--- config.mk ---
export PLATFORM = sky130hd
export DESIGN_NAME = hej_front
export DESIGN_NICKNAME = d
export VERILOG_FILES = /design/src/sv/hej_pkg.sv /design/src/sv/hej_front.sv
export SDC_FILE = /design/constraint.sdc
export NUM_CORES = 1
export LEC_CHECK = 0
export ABC_AREA = 1
export BUFFER_PORTS_ARGS = -buffer_cell sky130_fd_sc_hd__buf_2
export CAP_MARGIN = 20
export CELL_PAD_IN_SITES_DETAIL_PLACEMENT = 1
export CELL_PAD_IN_SITES_GLOBAL_PLACEMENT = 2
export CORE_AREA = 2 2 170 172
export DETAILED_ROUTE_END_ITERATION = 12
export DIE_AREA = 0 0 172 174
export PLACE_DENSITY_LB_ADDON = 0.12
export SLEW_MARGIN = 40
export SYNTH_ARGS = -nofsm -noshare
export SYNTH_HDL_FRONTEND = slang
export SYNTH_SLANG_ARGS = --single-unit
--- constraint.sdc ---
create_clock -name clk_i -period 7.3 [get_ports clk_i]
set_input_delay 1.46 -clock clk_i [delete_from_list [all_inputs] [get_ports clk_i]]
set_output_delay 1.46 -clock clk_i [all_outputs]
set_load 0.01 [all_outputs]
--- src/sv/hej_pkg.sv ---
// Package for the hash equi-join block: sizes, status codes, transaction types.
// No dependencies.
`timescale 1ns / 1ps
package hej_pkg;
  localparam int unsigned TableEntries = 1024;
  localparam int unsigned PayloadBits  = 64;
  localparam int unsigned IdxW         = $clog2(TableEntries);
  localparam int unsigned CntW         = IdxW + 1;
  localparam int unsigned KeyW         = 31;
  localparam int unsigned QDepth       = 2;

  localparam logic [31:0] HashMult = 32'd2654435761;

  typedef enum logic [2:0] {
    ST_INSERTED  = 3'd0,
    ST_DUPLICATE = 3'd1,
    ST_FULL      = 3'd2,
    ST_HIT       = 3'd3,
    ST_MISS      = 3'd4
  } status_e;

  typedef enum logic {
    CMD_BUILD = 1'b0,
    CMD_PROBE = 1'b1
  } command_e;

  typedef struct packed {
    logic        command;
    logic [30:0] join_key;
    logic [63:0] record_payload;
  } in_item_t;

  typedef struct packed {
    logic [2:0]  status;
    logic [30:0] matched_key;
    logic [63:0] probe_payload;
    logic [63:0] build_payload;
  } out_item_t;

  // Classified job handed from the front end to the table walker.
  typedef struct packed {
    logic                   command;
    logic [KeyW-1:0]        join_key;
    logic [PayloadBits-1:0] payload;
    logic [IdxW-1:0]        home;
  } job_t;

  function automatic logic [PayloadBits-1:0] trim_pay(input logic [63:0] p);
    return p[PayloadBits-1:0];
  endfunction
endpackage

--- src/sv/hej_front.sv ---
// Front end: accepts input transactions, computes the home slot, queues jobs.
// Depends on hej_pkg.
`timescale 1ns / 1ps
module hej_front import hej_pkg::*; (
  input  logic     clk_i,
  input  logic     rst_ni,
  input  logic     in_valid_i,
  output logic     in_stall_o,
  input  in_item_t in_data_i,
  output logic     job_valid_o,
  input  logic     job_take_i,
  output job_t     job_o
);
  // Stage 1: register input and home slot.
  logic            s1_q;
  in_item_t        s1_item_q;
  logic [IdxW-1:0] s1_home_q;
  job_t            q_mem_q [QDepth];
  logic [0:0]      wr_q, rd_q;
  logic [1:0]      cnt_q;
  logic            s1_push;
  logic            accept;

  assign s1_push    = s1_q && (cnt_q < 2'(QDepth));
  assign in_stall_o = s1_q && !s1_push;
  assign accept     = in_valid_i && !in_stall_o;

  always_ff @(posedge clk_i or negedge rst_ni) begin
    if (!rst_ni) begin
      s1_q <= 1'b0;
    end else if (accept) begin
      s1_q <= 1'b1;
    end else if (s1_push) begin
      s1_q <= 1'b0;
    end
  end

  // Only the low index bits of key * multiplier select the slot.
  always_ff @(posedge clk_i) begin
    if (accept) begin
      s1_item_q <= in_data_i;
      s1_home_q <= IdxW'(in_data_i.join_key[IdxW-1:0] * HashMult[IdxW-1:0]);
    end
  end

  always_ff @(posedge clk_i or negedge rst_ni) begin
    if (!rst_ni) begin
      wr_q  <= '0;
      rd_q  <= '0;
      cnt_q <= '0;
    end else begin
      if (s1_push) wr_q <= wr_q + 1'b1;
      if (job_take_i) rd_q <= rd_q + 1'b1;
      cnt_q <= cnt_q + 2'(s1_push) - 2'(job_take_i);
    end
  end

  always_ff @(posedge clk_i) begin
    if (s1_push) begin
      q_mem_q[wr_q] <= '{command:  s1_item_q.command,
                         join_key: s1_item_q.join_key,
                         payload:  trim_pay(s1_item_q.record_payload),
                         home:     s1_home_q};
    end
  end

  assign job_valid_o = cnt_q != 2'd0;
  assign job_o       = q_mem_q[rd_q];

  a_cnt_range: assert property (@(posedge clk_i) disable iff (!rst_ni)
    cnt_q <= 2'(QDepth)) else $error("queue count overflow");
  a_no_take_empty: assert property (@(posedge clk_i) disable iff (!rst_ni)
    job_take_i |-> job_valid_o) else $error("take from empty queue");
  a_push_fill: assert property (@(posedge clk_i) disable iff (!rst_ni)
    (s1_push && !job_take_i) |=> cnt_q == $past(cnt_q) + 2'd1)
    else $error("queue count missed push");
endmodule

### Yosys cells after proc, flatten, opt, wreduce, memory -nomap -nowiden

Memory sizes are Yosys's and may differ from the RTL's.
Cells that the tools add are included.

* word-level logic and storage cells: 26
* bits in latches: 0
* memories: 1
* RAM bits: 212
* flip-flop bits (word level): 111
* bits in read-only memories: 0
* output and inout bits: 108
* input port bits: 100

Memory list
* q_mem_q: words 2, bits a word 106, read ports 1, clocked after memory_dff 0, wr ports 1, line hej_front.sv:18 `job_t q_mem_q [QDepth];`

* add/subtract/negate cells: 4
* muxes and demuxes: 4
* divide/modulo/power cells: 0
* shift operators: 0
* multipliers: 1
* equality and inequality tests: 0
* magnitude comparators: 1
* bitwise logic cells: 0
* reduce and logical (&&, ||, !) cells: 7

Operators by type and width (number)
* multiplier 10 x 9 -> 10 bit (second input constant): 1
* 2-to-1 mux 1 bit: 4
* nonzero test 2 bit: 2
* logical AND 1 bit: 3
* adder 1 bit (second input constant): 2
* adder 2 x 1 -> 2 bit: 1
* zero test 1 bit: 2
* less-than comparator 2 bit (second input constant): 1
* subtractor 2 x 1 -> 2 bit: 1

### Longest topological paths before layout

Gate-level depths: netlist (run 1).

* depth in word-level cells: 7
* gate-level depth with buffers: 16
* depth with buffers taken out: 16

### Worst setup path before layout (run 1)

No wires, ideal clock.

* kind: input to register
* from: in in_valid_i
* to: reg s1_home_q[4], enable pin
* path slack: 1.013 ns
* path buffers: 0
* data required time: 6.737 ns
* stages on the path: 2
* arrival: 5.724 ns
* setup time: 0.563 ns
* cells stage by stage: inv_1 > nor2_1

* longest elaborated chain between the ends: 1

RTL lines
* start, declared: line hej_front.sv:7 `input logic in_valid_i,`
* logical AND 1 bit: line hej_front.sv:26 `assign accept = in_valid_i && !in_stall_o;`
* via accept: line hej_front.sv:22 `logic accept;`
* end signal, assigned: line hej_front.sv:42 `s1_home_q <= IdxW'(in_data_i.join_key[IdxW-1:0] * HashMult[IdxW-1:0]);`
* end, declared: line hej_front.sv:17 `logic [IdxW-1:0] s1_home_q;`

The timed path passes the listed nets, and every way through them passes these cells.
A chain may end at the register's enable or synchronous reset.

### Worst setup path in the final report (run 1)

* from: in in_data_i[64] in the netlist's numbering
* to: reg s1_home_q[9] (data pin)

* longest elaborated chain between the ends: 1

RTL lines
* start, declared: line hej_front.sv:9 `input in_item_t in_data_i,`
* multiplier 10 x 9 -> 10 bit: line hej_front.sv:42

Every way passes these cells.

==> impl_results.md, run 1 <==
- Register area share after synthesis: 82.4%
- Clock Sinks: 311
- Asr flop ratio synth: 1.61%
- Wire per inst: 18.8 um
- Synthesized Nets: 668
- Synth-to-Final Area Change: 22.9%
- CP delay by family, top: adder cells
- Required time worst endpoint: 7.54 ns
- FP Rows: 62
- Post-synth EDFFs: 306
- Clock Latency Late Sink: 0.50 ns
- Final Cell Area: 13900 sq um
- Cell taking the most area after synthesis: edfxtp_1
- Root buf cell: clkbuf_16
- Clock Path Buffers: 3
- Drt drc: 0
- CTS Hold Bufs: 0
- Worst path bufs/invs: 4
- Number of fillers in the final layout: 2709
- Hold Crit Class: reg2reg
- Final hold viol count: 0
- Clock buffer count from CTS: 34
- Routed wire length: 22.4 mm
- First-pass GRT wire length: 33.6 mm
- RePlAce Congestion: 0.716
- Count leader, synth: edfxtp_1
- Final cycle utilization of the critical path: 55.0%
- Synth Instances: 544
- Peak Freq: 0.249 GHz
- Max cap viols: 0
- Count of final setup violators: 0
- Global routing usage on met2: 27.4%
- Detailed Place HPWL: 14.2 mm
- Final std cells w/o fill: 1188
- CTS tree: done
- Yosys top cell area share: 81.3%
- CP Capture Type: flop
- Tot Pwr: 5.76 mW
- Die H: 174 um
- Max Fanout on Critical Path: 4
- Crit Path Class: in2reg
- Ys Warns: 0
- Crit-path cells: buf_2 > ha_1 > ha_1 > inv_1 > fa_1 > inv_1 > fa_1 > ha_1 > nand2_1 > nand2_1 > nor2_1 > nand3_1 > nand2_1 > inv_1 > nand2_1 > nand2_1
- Yosys cell types: 15
- Crit path top cell by count: nand2_1
- Via Count: 5488
- Port Buffers: 207
- Fin nets: 904
- Post-CTS setup buffers: 0
- Die Area: 29900 sq um
- Met3 usage: 3.96%
- RSZ-0062 raised after global routing: false
- CP Data Arrival Time: 4.26 ns
- Slew margin rel.: 56.0%
- DR vias/cell: 4.62
- Worst path max stage delay: 0.53 ns
- Dpl cells: 1127
- Post-Syn Area: 11300 sq um
- Worst-path clk slew: 0.06 ns
- P_leak: 5.21 nW
- Initial antenna violation count: 5
- Synth top area cells: edfxtp_1 81%, mux2_2 10%, ha_1 2.2%, nand2_1 1.4%, dfrtp_1 1.1%
- First-pass DRT Iterations: 4
- Fraction of layout cells with a size suffix above 1: 45.9%
- Worst Setup Start Kind: primary input
- Syn avg cell area: 20.8 sq um
- Slowest cell on the critical path: fa_1
- Setup TNS: 0 ns
- Max rail drop VDD: 0.218 mV
- Largest net degree at the start of global routing: 65
- Tmin final: 4.01 ns
- Top_reg_cell synth: edfxtp_1
- Cell Pwr Density: 415 nW/um^2
- Status: finished, final reports clean
- Slew Viols, Final: 0
- Vias in the first global route: 6044
- Die W: 172 um
- Initial Util: 40.0%
- CTS resizes: 0
- Final hold slack: 0.441 ns
- Total global-route track usage: 14.9%
- Met1 Track Usage GR: 16.8%
- Initial detailed-routing violation count: 225
- Gr busiest metal: met2
- Clock skew: 0.00897 ns
- Most frequent cells after synthesis: 306 x edfxtp_1, 102 x mux2_2, 43 x nand2_1, 29 x inv_1, 20 x ha_1
- Antenna Nets Post-Route: 0
- Yosys reg bits: 311
- Total core area: 28200 sq um
- Slew @ Worst Pin: 0.660 ns
- Htree depth: 2
- Grt ovf: 0
- Placed inst area: 12800 sq um
- Io pins: 208
[cell usage in the layout, fill, tap and decap left out, types with 5 or more instances in the layout]
cell type and n:
mux2_2 102, inv_1 29, ha_1 20, clkbuf_16 35
nand2_1 43, clkinv_1 9, buf_2 207, nand3_1 5
edfxtp_1 306, nor2_1 6
[worst paths after layout]
| path | startpoint | end | slack (ns) | depth (start not counted) |
|---|---|---|---|---|
| worst max-delay path | in_data_i[64] | s1_home_q[9] | 3.29 | 16 |
| worst min-delay path | s1_item_q[13] | q_mem_q[0][23] | 0.44 | 0 |
| worst max register to register | cnt_q[1] | s1_item_q[26] | 4.79 | 6 |
| worst min register to register | s1_item_q[13] | q_mem_q[0][23] | 0.44 | 0 |
| max in group asynchronous | rst_ni | rd_q | 6.38 | 1 |
| min in group asynchronous | rst_ni | cnt_q[1] | 0.77 | 1 |
[state kept, by name, summed over array words and instances (netlist names)]
signal and cells:
wr_q 1, q_mem_q 204, rd_q 1, s1_home_q 6
s1_q 1, s1_item_q 96, cnt_q 2
[cell type report]
class / count / area [sq um] / area share [%]
Sequential cell: 311 / 9320 / 67.1
Antenna cell: 2 / 5.00 / 0.0360
Clock buffer: 38 / 887 / 6.39
Clock inverter: 20 / 199 / 1.43
Multi-Input combinational cell: 189 / 1770 / 12.8
Inverter: 29 / 109 / 0.784
Timing Repair Buffer: 215 / 1120 / 8.06
Tap cell: 384 / 480 / 3.46
[stage by stage]
stage / worst slack, ns / util, %
CTS: 3.16 / 49.1
global placement: 2.82 / 45.2
floorplan: 1.01 / -
finish: 3.29 / 49.2
global route: 3.14 / 49.2
detailed placement: 2.75 / 45.2
[per-layer routing]
layer | up-vias | part of all wire (%)
li1 | 2540 | -
met1 | 2780 | 39
met2 | 124 | 54
met3 | 36 | 5.6
met4 | 8 | 1.6
met5 | - | 0.21
[cell families (layout without fill, tap and decap cells)]
group / Yosys count / in the layout / synth area share (%)
xor gates and xnor gates: 5 / 5 / 0.387
adders and majority gates: 24 / 24 / 2.92
buffers and inverters: 44 / 302 / 2.13
DFF: 311 / 311 / 82.4
muxes: 102 / 102 / 10.2
other: 0 / 2 / 0
and+or+nand+nor: 58 / 58 / 2.00
[report_power, final]
part	internal (mW)	leakage (nW)	switching, mW
combinational	0.579	1.76	0.803
sequential	2.55	2.92	0.168
clock	1.01	0.530	0.650
Power figures use the tool's default switching activity.
==> run 2: changes to the inputs <==
clock period = 3.92 ns   (was 7.3 ns; I/O delays follow)
==> run 2 against run 1 <==
  * Worst hold slack worse by 0.35 ns
  * Routed wire length up 0.18%
  * Clock power up 75%
  * Combinational power up 97%
  * Count of clock-buffer cells in the layout up 4
  * Die area unchanged
  * Register-to-register slack worse by 2.9 ns
  * Highest routed layer is now met4
  * Largest power group unchanged
==> impl_results.md, run 2 (synthesized netlist as in run 1, its figures left out) <==
- Status: finished, final reports clean
- Initial Util: 40.0%
- Routed wire length: 22.4 mm
- Wire per inst: 18.8 um
- P_leak: 5.21 nW
- Top reg by flops: q_mem_q
- CP Data Arrival Time: 3.63 ns
- Drt drc: 0
- Antenna Nets Post-Route: 0
- Initial antenna violation count: 3
- Slowest cell on the critical path: fa_1
- CP Capture Type: flop
- Clock Sinks: 311
- Slew Viols, Final: 0
- Io pins: 208
- Tot Pwr: 10.6 mW
- Crit path top cell by count: nand2_1
- Count of final setup violators: 0
- Initial detailed-routing violation count: 247
- Grt ovf: 0
- Max FFs per register: 204
- First-pass GRT wire length: 33.9 mm
- CTS Hold Bufs: 0
- Vias in the first global route: 6042
- Storage cell area: 9320 sq um
- Required time worst endpoint: 4.17 ns
- Number of fillers in the final layout: 2724
- Dpl cells: 1128
- Most frequent cells in the layout: 306 x edfxtp_1, 207 x buf_2, 102 x mux2_2, 43 x nand2_1, 35 x clkbuf_16
- Slew margin rel.: 48.8%
- First-pass DRT Iterations: 4
- Hold Crit Class: in2async
- Die H: 174 um
- Worst-path clk slew: 0.06 ns
- Max Fanout on Critical Path: 4
- Detailed Place HPWL: 14.6 mm
- Crit Path Class: in2reg
- Final hold viol count: 0
- Largest regs: q_mem_q x204, s1_item_q x96, s1_home_q x6
- Most common cell after layout, fill and taps aside: edfxtp_1
- CTS resizes: 0
- Tmin final: 3.39 ns
- Root buf cell: clkbuf_16
- Die Area: 29900 sq um
- Gr busiest metal: met2
- RSZ-0062 raised after global routing: false
- Clock Latency Late Sink: 0.50 ns
- Crit-path cells: buf_2 > ha_1 > ha_1 > inv_1 > fa_1 > inv_1 > fa_1 > ha_1 > nand2_1 > nor2_1 > nor2_1 > nand3_1 > nand2_1 > inv_1 > nand2_1 > nand2_1
- Peak Freq: 0.295 GHz
- Global routing usage on met2: 26.7%
- Clock skew: 0.0197 ns
- DR vias/cell: 4.57
- Met1 Track Usage GR: 17.5%
- Largest net degree at the start of global routing: 54
- Total global-route track usage: 15.0%
- Clock buffer count from CTS: 34
- Final std cells w/o fill: 1192
- Max cap viols: 0
- Post-CTS setup buffers: 0
- Clock Path Buffers: 3
- Multi-input gate area: 1770 sq um
- Total core area: 28200 sq um
- Slew @ Worst Pin: 0.767 ns
- Worst path max stage delay: 0.53 ns
- CTS tree: done
- FP Rows: 62
- Synth-to-Final Area Change: 23.1%
- Cell Pwr Density: 765 nW/um^2
- Max rail drop VDD: 0.240 mV
- Port Buffers: 207
- RePlAce Congestion: 0.748
- Worst Setup Start Kind: primary input
- Fraction of layout cells with a size suffix above 1: 45.6%
- Final cycle utilization of the critical path: 86.4%
- Fin nets: 906
- Via Count: 5446
- Die W: 172 um
- Met3 usage: 4.51%
- Htree depth: 2
[run 2: cell types whose count changed in the layout (fill, tap and decap cells not counted), sizes merged]
cell    change
buf         +2
bufinv      -3
clkbuf      +4
clkinv      -1
diode       +2
[run 2: power breakdown]
group	switching, mW	internal (mW)	total (mW)
combinational	1.55	1.17	2.72
clock	1.21	1.69	2.90
sequential	0.289	4.74	5.03
[run 2: critical path: cells and delay by family]
kind / cells / cell delay (ns)
AND/OR/NAND/NOR: 7 / 0.55
buffers and inverters: 4 / 0.30
adder cells (fa/ha/maj): 5 / 2.01
[run 2: cell type report]
| class | count | share of cell area [%] |
|---|---|---|
| sequential | 311 | 66.9 |
| multi-input combinational | 189 | 12.7 |
| timing repair buffer | 217 | 8.81 |
| clock buffer | 42 | 6.48 |
| tap | 384 | 3.45 |
| inverter | 29 | 0.782 |
| clock inverter | 16 | 0.728 |
| antenna | 4 | 0.0719 |
[run 2: metal layers]
layer	up-vias	part of all wire (%)
li1	2542	-
met1	2723	40
met2	144	51
met3	37	7.2
met4	0	2.0
met5	-	0
[run 2: final timing paths]
kind	startpoint	end	slack, ns	depth (start not counted)
max	in_data_i[64]	s1_home_q[9]	0.53	16
min	rst_ni	cnt_q[1]	0.09	1
max reg2reg	cnt_q[1]	q_mem_q[1][11]	1.89	5
min reg2reg	s1_item_q[21]	q_mem_q[0][31]	0.43	0
max in group asynchronous	rst_ni	rd_q	3.67	1
min in group clk_i	s1_item_q[21]	q_mem_q[0][31]	0.43	0
[run 2: through the flow]
step	worst slack, ns	hold slack, ns	util (%)	cell area, sq um	TNS [ns]
2_1_floorplan	-1.45	0.421	-	11300	-295.61
3_3_place_gp	0.0964	0.422	45.6	12900	0
3_5_place_dp	-0.0107	0.430	45.6	12900	-0.0107
4_1_cts	0.510	0.0734	49.1	13900	0
5_1_grt	0.389	0.0817	49.3	13900	0
6_report	0.533	0.0923	49.3	13900	0
==> run 3: changes to the inputs <==
BUFFER_PORTS_ARGS = -buffer_cell sky130_fd_sc_hd__buf_4   (was -buffer_cell sky130_fd_sc_hd__buf_2)
CTS_CLUSTER_DIAMETER = 50   (was unset)
==> run 3 against run 2 <==
  * Routed wire length fell by 0.37%
  * Fmax rose by 0.90%
  * Die area did not move
  * Sequential power barely moved
  * Worst hold slack got worse by 0.023 ns
  * Clock power rose by 15%
  * Power rose by 6.6%
  * Clock skew fell by 0.0071 ns
  * Cell area rose by 4.5%
  * Largest cell class unchanged
==> impl_results.md, run 3 (synthesized netlist as in run 1, its figures left out) <==
- Status: finished, final reports clean
- Largest regs: q_mem_q x204, s1_item_q x96, s1_home_q x6
- Hold Crit Class: in2async
- Worst Setup Start Kind: primary input
- Clock Latency Late Sink: 0.51 ns
- FP Rows: 62
- Final cycle utilization of the critical path: 85.6%
- Total global-route track usage: 15.0%
- RSZ-0062 raised after global routing: false
- Clock skew: 0.0125 ns
- Peak Freq: 0.298 GHz
- First-pass GRT wire length: 33.9 mm
- Clock Path Buffers: 3
- Slew @ Worst Pin: 0.809 ns
- CTS Hold Bufs: 0
- Slew Viols, Final: 0
- RePlAce Congestion: 0.752
- CP Data Arrival Time: 3.62 ns
- Cell Pwr Density: 780 nW/um^2
- Internal: 8.20 mW
- Slew margin rel.: 46.1%
- DR vias/cell: 4.60
- Max FFs per register: 204
- Crit Path Class: in2reg
- Largest net degree at the start of global routing: 59
- Routed wire length: 22.3 mm
- Vias in the first global route: 6074
- Grt ovf: 0
- Max rail drop VDD: 0.452 mV
- Switching Power: 3.14 mW
- Initial antenna violation count: 1
- Io pins: 208
- Initial detailed-routing violation count: 278
- Top reg by flops: q_mem_q
- Htree depth: 2
- Total core area: 28200 sq um
- Clock share of power: 29.5%
- Max Fanout on Critical Path: 4
- First-pass DRT Iterations: 4
- Tmin final: 3.36 ns
- CTS tree: done
- Initial Util: 40.0%
- Detailed Place HPWL: 14.2 mm
- Worst-path clk slew: 0.06 ns
- Final hold viol count: 0
- Antenna Nets Post-Route: 0
- P_leak: 5.46 nW
- Drt drc: 0
- Max cap viols: 0
- Via Count: 5502
- Sw Share: 27.7%
- Root buf cell: clkbuf_16
- Gate power share: 25.9%
- Most common cell after layout, fill and taps aside: edfxtp_1
- Clock buffer count from CTS: 38
- Post-CTS setup buffers: 0
- Count of final setup violators: 0
- CP Capture Type: flop
- Synth-to-Final Area Change: 28.7%
- Die Area: 29900 sq um
- Number of fillers in the final layout: 2687
- Fin nets: 908
- Die W: 172 um
- Most frequent cells in the layout: 306 x edfxtp_1, 213 x buf_4, 102 x mux2_2, 43 x nand2_1, 41 x clkbuf_16
- Tot Pwr: 11.3 mW
- Clock Sinks: 311
- CTS resizes: 0
- Required time worst endpoint: 4.18 ns
- Port Buffers: 207
- Part of the power in registers: 44.6%
- Fraction of layout cells with a size suffix above 1: 46.7%
- Final hold slack: 0.0695 ns
- Wire per inst: 18.6 um
- Final Util: 51.5%
- Die H: 174 um
==> run 3: cell types whose count changed in the layout (fill, tap and decap cells not counted) <==
cell and change:
buf_8 -1, bufinv_16 +1, buf_12 -5, clkinv_4 +2
clkinv_1 -4, diode_2 -3, clkinv_2 +1, inv_6 +1
buf_16 -1, inv_8 +1, clkinvlp_4 +2, buf_4 +212
buf_2 -207, clkbuf_16 +6
==> run 3: critical path, cell delays in order <==
cell and delay (ns):
buf_4 0.13, ha_1 0.32, ha_1 0.29, inv_1 0.05, fa_1 0.53, inv_1 0.06
fa_1 0.49, ha_1 0.36, nand2_1 0.09, nand2_1 0.05, nor2_1 0.13, nand3_1 0.09
nand2_1 0.10, inv_1 0.05, nand2_1 0.05, nand2_1 0.04
==> run 3: layout make-up <==
class | count | area, sq um | area share [%]
Antenna cell | 1 | 2.50 | 0.0172
Clock buffer | 48 | 1050 | 7.23
Clock inverter | 20 | 174 | 1.20
Inverter | 29 | 109 | 0.748
Multi-Input combinational cell | 189 | 1770 | 12.2
Sequential cell | 311 | 9320 | 64.1
Tap cell | 384 | 480 | 3.30
Timing Repair Buffer | 215 | 1640 | 11.3
==> run 3: power by group through the flow <==
stage | clock network, mW | logic [mW] | registers (mW)
5_1_grt | 3.57 | 3.19 | 5.16
6_report | 3.34 | 2.94 | 5.06
3_3_place_gp | 0 | 2.99 | 5.07
4_1_cts | 3.44 | 3.04 | 5.08
2_1_floorplan | 0 | 1.73 | 5.06
3_5_place_dp | 0 | 3.02 | 5.14
==> run 3: path summary, 6_finish.rpt <==
kind | startpoint | to | slack (ns) | depth (start not counted)
min in group clk_i | s1_home_q[9] | q_mem_q[1][9] | 0.44 | 0
worst max-delay path | in_data_i[64] | s1_home_q[9] | 0.56 | 16
worst min register to register | s1_home_q[9] | q_mem_q[1][9] | 0.44 | 0
worst min-delay path | rst_ni | s1_q | 0.07 | 1
worst max register to register | cnt_q[1] | q_mem_q[1][44] | 2.08 | 4
max in group asynchronous | rst_ni | rd_q | 3.72 | 1
==> run 3: metrics by stage <==
| stage | cells | setup TNS (ns) | setup slack [ns] | instance area, sq um |
|---|---|---|---|---|
| after CTS | 1196 | 0 | 0.548 | 14500 |
| after floorplan | 544 | -295.61 | -1.45 | 11300 |
| after global placement | 1128 | 0 | 0.0929 | 13300 |
| final | 1197 | 0 | 0.563 | 14500 |
| after global routing | 1196 | 0 | 0.437 | 14500 |
| after detailed placement | 1128 | 0 | 0.0185 | 13300 |
==> run 3: per-layer routing <==
metal / global-route usage, % / vias to the layer above / part of all wire [%]
met5: 0 / - / 0
li1: - / 2550 / -
met2: 26.6 / 140 / 52
met4: 4.27 / 0 / 2.1
met1: 17.7 / 2774 / 39
met3: 4.28 / 38 / 6.5
